[config.mk]
export PLATFORM = sky130hd
export DESIGN_NAME = calendar_date_ordinal_converter_core
export DESIGN_NICKNAME = d
export VERILOG_FILES = /design/src/rtl/cdoc_pkg.sv /design/src/rtl/cdoc_date_conv.sv /design/src/rtl/calendar_date_ordinal_converter_core.sv
export SDC_FILE = /design/constraint.sdc
export NUM_CORES = 1
export LEC_CHECK = 0
export ABC_CLOCK_PERIOD_IN_PS = 4800
export BUFFER_PORTS_ARGS = -buffer_cell sky130_fd_sc_hd__buf_2
export CORE_MARGIN = 5
export CORE_UTILIZATION = 61
export DETAILED_ROUTE_END_ITERATION = 8
export GPL_TIMING_DRIVEN = 0
export PLACE_DENSITY = 0.88
export REMOVE_ABC_BUFFERS = 1
export SLEW_MARGIN = 20
export SYNTH_ARGS = -nofsm -noshare
export SYNTH_HDL_FRONTEND = slang
export SYNTH_SLANG_ARGS = --single-unit
export TNS_END_PERCENT = 30
[constraint.sdc]
create_clock -name clock -period 4.8 [get_ports clock]
set_clock_uncertainty 0.2 [all_clocks]
set_input_delay 0.48 -clock clock [delete_from_list [all_inputs] [get_ports clock]]
set_output_delay 0.48 -clock clock [all_outputs]
set_load 0.01 [all_outputs]
[src/rtl/cdoc_pkg.sv]
// ============================================================================
// cdoc_pkg
// Shared types, month tables and constants for the calendar date converter.
// ============================================================================
`timescale 1ns / 1ps

package cdoc_pkg;

   localparam int YEAR_BITS_DEFAULT = 16;

   localparam logic CMD_TO_ORDINAL = 1'b0;
   localparam logic CMD_TO_DATE    = 1'b1;

   localparam int MONTHS = 12;

   localparam logic [4:0] MONTH_LEN [2][MONTHS] = '{
      '{5'd31, 5'd28, 5'd31, 5'd30, 5'd31, 5'd30, 5'd31, 5'd31, 5'd30, 5'd31, 5'd30, 5'd31},
      '{5'd31, 5'd29, 5'd31, 5'd30, 5'd31, 5'd30, 5'd31, 5'd31, 5'd30, 5'd31, 5'd30, 5'd31}
   };

   // Days that precede the first day of each month.
   localparam logic [8:0] CUM_DAYS [2][MONTHS] = '{
      '{9'd0, 9'd31, 9'd59, 9'd90, 9'd120, 9'd151,
        9'd181, 9'd212, 9'd243, 9'd273, 9'd304, 9'd334},
      '{9'd0, 9'd31, 9'd60, 9'd91, 9'd121, 9'd152,
        9'd182, 9'd213, 9'd244, 9'd274, 9'd305, 9'd335}
   };

   localparam logic [8:0] YEAR_LEN [2] = '{9'd365, 9'd366};

   typedef struct packed {
      logic       error;
      logic [8:0] ordinal;
      logic [3:0] month;
      logic [4:0] day;
   } result_type;

   // Multiplicative inverse of an odd number modulo 2^32 by Newton iteration.
   function automatic logic [31:0] inv_mod32(input logic [31:0] d);
      logic [31:0] x;
      x = d;
      for (int i = 0; i < 5; i++) begin
         x = 32'(x * (32'd2 - 32'(d * x)));
      end
      return x;
   endfunction

endpackage

[src/rtl/cdoc_date_conv.sv]
// ============================================================================
// cdoc_date_conv
// Month/day to ordinal and ordinal to month/day for one fixed year length.
// ============================================================================
`timescale 1ns / 1ps

module cdoc_date_conv (
   input  logic                  leap,
   input  logic                  cmd,
   input  logic [3:0]            month_in,
   input  logic [5:0]            day_in,
   input  logic [8:0]            ordinal_in,
   output cdoc_pkg::result_type  res
);
   import cdoc_pkg::*;

   logic       month_ok;
   logic [3:0] midx;
   logic       day_ok;
   logic [8:0] ord_sum;
   logic       ord_ok;
   logic [3:0] sel;
   logic [8:0] rem;

   always_comb begin
      month_ok = (month_in >= 4'd1) && (month_in <= 4'd12);
      midx     = month_ok ? 4'(month_in - 4'd1) : 4'd0;
      day_ok   = (day_in != 6'd0) && (day_in <= {1'b0, MONTH_LEN[leap][midx]});
      ord_sum  = CUM_DAYS[leap][midx] + {3'b000, day_in};
      ord_ok   = (ordinal_in != 9'd0) && (ordinal_in <= YEAR_LEN[leap]);

      sel = 4'd0;
      for (int k = 1; k < MONTHS; k++) begin
         if (ordinal_in > CUM_DAYS[leap][4'(k)]) begin
            sel = 4'(k);
         end
      end
      rem = ordinal_in - CUM_DAYS[leap][sel];

      res = '0;
      unique case (cmd)
         CMD_TO_ORDINAL: begin
            if (month_ok && day_ok) begin
               res.ordinal = ord_sum;
            end else begin
               res.error = 1'b1;
            end
         end
         CMD_TO_DATE: begin
            if (ord_ok) begin
               res.month = 4'(sel + 4'd1);
               res.day   = rem[4:0];
            end else begin
               res.error = 1'b1;
            end
         end
         default: res.error = 1'b1;
      endcase
   end

endmodule

[src/rtl/calendar_date_ordinal_converter_core.sv]
// ============================================================================
// calendar_date_ordinal_converter_core
// Gregorian day-of-year converter with a three-stage pipeline. It accepts one
// transaction per cycle when the output is not stalled; the pipeline depth
// is set by the leap-year path, which takes the year magnitude in the first
// stage, tests divisibility by 25 with a modular-inverse multiply in the
// second, and selects the leap or common result in the third. Command 0 maps
// month and day to the day of the year, command 1 maps the day of the year
// to month and day, and invalid input returns the error flag with all fields
// zero.
// ============================================================================
`timescale 1ns / 1ps

module calendar_date_ordinal_converter_core #(
   parameter int YEAR_BITS = cdoc_pkg::YEAR_BITS_DEFAULT
) (
   input  logic clock,
   input  logic reset,
   input  logic req_tvalid,
   output logic req_tready,
   // year, month_in[3:0], day_in[5:0], ordinal_in[8:0], zero padding
   input  logic [((YEAR_BITS + 26) / 8) * 8 - 1:0] req_tdata,
   // cmd
   input  logic req_tuser,
   output logic rsp_tvalid,
   input  logic rsp_tready,
   // ordinal_out[8:0], month_out[3:0], day_out[4:0], zero padding
   output logic [23:0] rsp_tdata,
   // error
   output logic rsp_tuser
);
   import cdoc_pkg::*;

   localparam logic [31:0] INV25_FULL = inv_mod32(32'd25);
   localparam logic [YEAR_BITS-1:0] DIV25_INV = INV25_FULL[YEAR_BITS-1:0];
   localparam logic [YEAR_BITS-1:0] DIV25_LIMIT =
      YEAR_BITS'(((64'd1 << YEAR_BITS) - 64'd1) / 64'd25);

   logic [YEAR_BITS-1:0] year;
   logic [3:0]           month_in;
   logic [5:0]           day_in;
   logic [8:0]           ordinal_in;

   assign year       = req_tdata[YEAR_BITS-1:0];
   assign month_in   = req_tdata[YEAR_BITS+3:YEAR_BITS];
   assign day_in     = req_tdata[YEAR_BITS+9:YEAR_BITS+4];
   assign ordinal_in = req_tdata[YEAR_BITS+18:YEAR_BITS+10];

   logic rdy1, rdy2, rdy3;
   logic v1_ff, v2_ff, v3_ff;
   logic v1_in, v2_in, v3_in;

   logic [YEAR_BITS-1:0] mag_ff, mag_in;
   logic [YEAR_BITS-1:0] prod_ff, prod_in;
   logic [3:0]           low_ff;
   result_type           conv_res [2];
   result_type           res_s1_ff [2];
   result_type           res_s2_ff [2];
   result_type           out_ff, out_in;
   logic                 div25;
   logic                 leap;

   cdoc_date_conv u_conv_common (
      .leap       (1'b0),
      .cmd        (req_tuser),
      .month_in   (month_in),
      .day_in     (day_in),
      .ordinal_in (ordinal_in),
      .res        (conv_res[0])
   );

   cdoc_date_conv u_conv_leap (
      .leap       (1'b1),
      .cmd        (req_tuser),
      .month_in   (month_in),
      .day_in     (day_in),
      .ordinal_in (ordinal_in),
      .res        (conv_res[1])
   );

   assign rdy3 = !v3_ff || rsp_tready;
   assign rdy2 = !v2_ff || rdy3;
   assign rdy1 = !v1_ff || rdy2;
   assign req_tready = rdy1;

   always_comb begin
      v1_in = rdy1 ? req_tvalid : v1_ff;
      v2_in = rdy2 ? v1_ff : v2_ff;
      v3_in = rdy3 ? v2_ff : v3_ff;

      mag_in  = year[YEAR_BITS-1] ? YEAR_BITS'(~year + 1'b1) : year;
      prod_in = YEAR_BITS'(mag_ff * DIV25_INV);

      // Divisible by 100 means by 4 and 25; by 400 means by 16 and 25.
      div25  = prod_ff <= DIV25_LIMIT;
      leap   = (low_ff[1:0] == 2'b00) && (!div25 || (low_ff[3:2] == 2'b00));
      out_in = leap ? res_s2_ff[1] : res_s2_ff[0];
   end

   always_ff @(posedge clock) begin
      if (reset) begin
         v1_ff <= 1'b0;
         v2_ff <= 1'b0;
         v3_ff <= 1'b0;
      end else begin
         v1_ff <= v1_in;
         v2_ff <= v2_in;
         v3_ff <= v3_in;
      end
   end

   always_ff @(posedge clock) begin
      if (rdy1) begin
         mag_ff       <= mag_in;
         res_s1_ff[0] <= conv_res[0];
         res_s1_ff[1] <= conv_res[1];
      end
      if (rdy2) begin
         prod_ff      <= prod_in;
         low_ff       <= mag_ff[3:0];
         res_s2_ff[0] <= res_s1_ff[0];
         res_s2_ff[1] <= res_s1_ff[1];
      end
      if (rdy3) begin
         out_ff <= out_in;
      end
   end

   assign rsp_tvalid = v3_ff;
   assign rsp_tuser  = out_ff.error;
   assign rsp_tdata  = {6'b000000, out_ff.day, out_ff.month, out_ff.ordinal};

`ifndef SYNTH
   a_error_zero: assert property (@(posedge clock) disable iff (reset)
      rsp_tvalid && rsp_tuser |-> rsp_tdata == 24'd0)
      else $error("error result carries nonzero fields");

   a_one_kind: assert property (@(posedge clock) disable iff (reset)
      rsp_tvalid && !rsp_tuser |-> (rsp_tdata[8:0] != 9'd0) != (rsp_tdata[12:9] != 4'd0))
      else $error("result must carry either an ordinal or a date");

   a_date_range: assert property (@(posedge clock) disable iff (reset)
      rsp_tvalid && (rsp_tdata[12:9] != 4'd0) |->
         (rsp_tdata[12:9] <= 4'd12) && (rsp_tdata[17:13] != 5'd0))
      else $error("month or day out of range");

   a_ready_when_empty: assert property (@(posedge clock) disable iff (reset)
      !rsp_tvalid |-> req_tready)
      else $error("pipeline stalls with an empty output stage");
`endif

endmodule
# Word-level counts from Yosys, hierarchy flattened
# Memory sizes are Yosys's and may differ from the RTL's.
# Index checks and enable logic that the tools add are counted.
# word_totals
reg_bits	58
latchBits	0
mem_bits_rw	76
mem_bits_ro	736
output_inout_bits	27
mem_count	8
# memory_table
name	depth	word_bits	rd	rd_ports_with_merged_regs	write_ports	line_no	rtl
(no name shown)	16	9	1	0	0	cdoc_date_conv.sv:29	ord_sum = CUM_DAYS[leap][midx] + {3'b000, day_in};
(no name shown)	16	9	1	0	0	cdoc_date_conv.sv:38	rem = ordinal_in - CUM_DAYS[leap][sel];
(no name shown)	16	9	1	0	0	cdoc_date_conv.sv:29	
(no name shown)	16	9	1	0	0	cdoc_date_conv.sv:38	
(no name shown)	16	5	1	0	0	cdoc_date_conv.sv:28	day_ok = (day_in != 6'd0) && (day_in <= {1'b0, MONTH_LEN[leap][midx]});
(no name shown)	16	5	1	0	0	cdoc_date_conv.sv:28	
2 more memories	n/a	n/a	n/a	n/a	n/a	n/a	
# classes
n_addsub	8
multipliers	1
div_mod_pow	0
magnitude_cmp	23
n_eq_ne	0
n_shift	0
mux	46
n_bitwise	5
n_reduce_logical	20
# ops
operator	count
$mux W9	12
$gt A9 B8 Y1 const B	6
$mux W4	12
$mux W5	8
$gt A9 B7 Y1 const B	4
$mux W19	1
$add A9 B6 Y9	2
$gt A9 B6 Y1 const B	2
$le A9 B9 Y1 const B	2
$add A16 B1 Y16 const B	1
$le A16 B12 Y1 const B	1
$mul A16 B15 Y16 const B	1
$not A16 Y16	1
$ge A5 B5 Y1 const B	3
$mux W15	1
$not A4 Y5	3
$le A6 B5 Y1	2
$sub A5 B5 Y5	2
$gt A9 B5 Y1 const B	1
$mux W1	9
$reduce_bool A9 Y1	1
$add A4 B1 Y4 const B	2
$logic_and A1 B1 Y1	8
$reduce_bool A6 Y1	1
9 further kinds	17

# Longest topological paths before layout
# depth
depth_word	15
ltp_mapped	18
depth_no_buf	17

# Cells and area by module
# Synthesis repeated with hierarchy kept, for this count alone.
# unflattened
cells_unflattened	893
hier_area_um2	9676.8
# by_module_without_submodules
mod	instances	cells_per_inst	area_each_um2
calendar_date_ordinal_converter_core	1	389	6077.1
cdoc_date_conv at u_conv_leap	1	252	1815.5
cdoc_date_conv at u_conv_common	1	252	1784.2

# Worst setup path after synthesis
# No wires, ideal clock.
# synth_path
kind	register to register
start	register mag_ff[3]
end	register prod_ff[15], data pin
setup_time_ns	0.268
arrival_time_ns	3.649
required_ns	4.332
slack_ns	0.683
path_stages_with_launch	12
period_less_slack_ns	4.117
path_cell_list	edfxtp_1 -> ha_1 -> ha_1 -> inv_1 -> fa_1 -> fa_1 -> fa_1 -> inv_1 -> ha_1 -> ha_1 -> o41ai_1 -> xnor2_1
# synth_via
elab_chain_len	1
# synth_lines
item	line_no	rtl
start: declaration	calendar_date_ordinal_converter_core.sv:53	logic [YEAR_BITS-1:0] mag_ff, mag_in;
start signal: assignment	calendar_date_ordinal_converter_core.sv:114	mag_ff <= mag_in;
$mul A16 B15 Y16	calendar_date_ordinal_converter_core.sv:92	prod_in = YEAR_BITS'(mag_ff * DIV25_INV);
net prod_in[15]	calendar_date_ordinal_converter_core.sv:54	logic [YEAR_BITS-1:0] prod_ff, prod_in;
end signal: assignment	calendar_date_ordinal_converter_core.sv:119	prod_ff <= prod_in;
end: declaration	calendar_date_ordinal_converter_core.sv:54	
# The timed path passes the listed nets, and every way through them passes these cells.
# A chain may end at the register's enable or synchronous reset.

# Final worst setup path
# layout_path
start	register mag_ff[3]
end	register prod_ff[14], data pin
# Same word-level chain as after synthesis.

==> run_results.csv <==
group,metric,value,unit
clock_tree,cts_tree,"built",
setup_path,regToRegStartpoint,"mag_ff[3]",
layout,fin_cells,981,
synth,synth_top_area_share,45.0,%
status,status,"complete, no violations",
floorplan,placementRows,42,
setup_path,cp_top_family,"adder cells",
timing,max_freq,223,MHz
setup_path,cp.buffers_inverters,2,
global_route,gr-usage-met3,3.91,%
synth,ys_top_cells_by_count,"edfxtp_1 (125), ha_1 (95), inv_1 (91), nor2_1 (54), xnor2_1 (39)",
layout,drive_gt1_share,16.0,%
route,drc,0,
synth,yosysTopAreaCell,"edfxtp_1",
clock_tree,post_cts_buffers,0,
setup_path,arrival,4.44,ns
synth,syn_inst,728,
place,finalWeightedCongestion,0.889,
synth,ys_warn_count,0,
power,powerDensity,485,mW/mm^2
global_route,overflow,0,
synth,netlist_top_cells_area,"edfxtp_1 (45%), ha_1 (14%), fa_1 (5.3%)",
setup_path,crit_start,"mag_ff[3]",
floorplan,die_w,127,um
global_route,met2_usage,40.2,%
layout,nets,954,
clock_tree,cts_resized,0,
power,irDropWorstVdd,0.296,mV
timing,relSlewSlack,40.6,%
timing,slew_violations,0,
timing,fin_crit_sh,93.6,%
layout,regArea,0.00381,sq mm
place,placedCellCount,949,
timing,final_hold_viol_count,0,
global_route,grt_max_degree,39,
synth,synth_seq_cells,128,
timing,setup_viol,0,
synth,synth_top_flop_cell,"edfxtp_1",
global_route,use_met1,26.6,%
clock_tree,clk_latency,0.41,ns
global_route,grt_pass1_wl,28.6,mm
route,avgViaCountPerCell,5.84,
clock_tree,clk_root_buffer_cell,"clkbuf_16",
clock_tree,clock_path_buffers,2,
synth,syn-mean-instance-area,11.5,sq um
global_route,grt_pass1_vias,5969,
flow_run,max_cap_violations,0,
setup_path,worst-setup-path-type,"reg2reg",
floorplan,dieArea,0.0161,sq mm
place,portBuffers,60,
hold_path,min_from,"reset",
route,drt-total-wl,17.3,mm
setup_path,critPathMaxStageDelay,0.57,ns
route,drtPass1Iterations,5,
clock_tree,postCtsHoldBufs,0,
clock_tree,numCtsBuffers,17,
clock_tree,path_clk_slew,0.06,ns
floorplan,core_area,0.0133,sq mm
setup_path,crit_chain,"ha_1, ha_1, inv_1, fa_1, fa_1, fa_1, inv_1, ha_1, ha_1, o41ai_1, xnor2_1",
synth,synth_most_common_cell,"edfxtp_1",
synth,yosysSeqAreaShare,45.7,%
global_route,grt_use_total,22.2,%
power,leakagePower,0.00430,uW
synth,async_flop_share,0,%
layout,fill_cells,878,
hold_path,worstHoldPathType,"in2reg",
timing,period_needed,4.49,ns
global_route,top_usage_layer,"met2",
setup_path,path_max_fanout,6,
timing,rsz0062_at_grt,"false",
route,wl_per_cell,17.6,um
clock_tree,cts.sinks,128,
synth,synth_edf_count,125,
setup_path,crit_path_top_delay_cell,"fa_1",
floorplan,ios,72,
floorplan,start_util,62.5,%
route,first_iter_violations,418,
floorplan,die_h,127,um
setup_path,start_kind,"register",
timing,whs,0.0695,ns
layout,antennaDiodeCount,0,
global_route,antenna_found_initial,0,
route,num_vias,5725,
synth,synth_cell_types,70,
route,drtAntennaViolNets,0,
place,dp.final_hpwl,12.5,mm
setup_path,end_kind,"register",
setup_path,cp.required,4.75,ns
layout,syn_to_final_growth,13.2,%
layout,multi_input_area,0.00409,sq mm
clock_tree,htree_levels,4,
timing,tightest_slew,0.889,ns
synth,syn_area,0.00835,sq mm
setup_path,crit_top_cell,"ha_1",
[flip-flops by register name, summed over array words and instances, names as in the netlist]
register    count
v2_ff           1
v1_ff           1
mag_ff         16
res_s2_ff      38
low_ff          1
res_s1_ff      38
rsp_tuser       1
rsp_tvalid      1
rsp_tdata      18
prod_ff        13
[worst register-to-register path, delay by kind of cell (launching register included)]
family,cells,cell delay (ns)
fa+ha+maj,7,2.78
compound gates,1,0.53
flops,1,0.51
xor+xnor,1,0.12
buf+inv,2,0.11
[metal layers]
| metal | share of wire, % | up-vias |
|---|---|---|
| met5 | 0 | - |
| met4 | 2.5 | 0 |
| met3 | 4.8 | 45 |
| met2 | 53 | 179 |
| met1 | 39 | 2777 |
| li1 | - | 2724 |
[power breakdown]
group	internal (uW)	switching [uW]	leakage [uW]	total (uW)
Clock	876	493	0.000307	1370
Sequential	1460	59.6	0.00147	1520
Combinational	773	925	0.00252	1700
[cells by family after synthesis]
logic type / after synthesis / synth area share (%)
AND/OR/NAND/NOR: 157 / 9.09
AO/OA/AOI/OAI: 140 / 11.7
flip-flops: 128 / 45.7
adder cells (fa/ha/maj): 117 / 19.5
buffers and inverters: 114 / 5.65
XOR/XNOR: 47 / 4.93
multiplexers: 24 / 3.33
other: 1 / 0.0449
[area by class of cell]
cell class / count / area share, %
clock buffers: 17 / 4.50
multi-input cells: 491 / 43.3
flip-flops and latches: 128 / 40.4
well taps: 176 / 2.33
clock inverters: 15 / 2.21
inverters: 91 / 3.61
repair buffers: 63 / 3.72
[placed cells by master (no fill, tap or decap), types with 6 or more instances in the layout]
cell type / n
a21o_1: 16
nor2_1: 54
a211oi_1: 12
mux2_2: 20
nand3_1: 14
xnor2_1: 39
conb_1: 6
and2_1: 10
nand2_1: 35
clkbuf_16: 17
edfxtp_1: 125
o31ai_1: 8
xor2_1: 8
fa_1: 22
inv_1: 90
buf_2: 60
ha_1: 95
o21bai_1: 6
nand2b_1: 7
o21ai_0: 25
o21a_1: 8
nor3_1: 10
a21oi_1: 23
[per-stage QoR]
stage                     instance area, sq um  setup WS (ns)  util, %  TNS [ns]  total power (uW)
final                                     9450          0.308     70.8         0              4590
after global routing                      9450         0.0638     70.8         0              4890
after detailed placement                  8810        -0.0231     66.0   -0.0231              3210
after global placement                    8750          0.150     65.6         0              3090
after floorplan                           8230          0.683        -         0              2770
after CTS                                 9450          0.270     70.8         0              4620
[path summary, 6_finish.rpt]
path / end / slack (ns) / depth (start not counted)
min: rsp_tvalid / 0.07 / 2
min reg2reg: res_s2_ff[0][21] / 0.21 / 0
max reg2reg: prod_ff[14] / 0.31 / 11
max: prod_ff[14] / 0.31 / 11
Note: power is estimated with default switching activity, not from simulation.
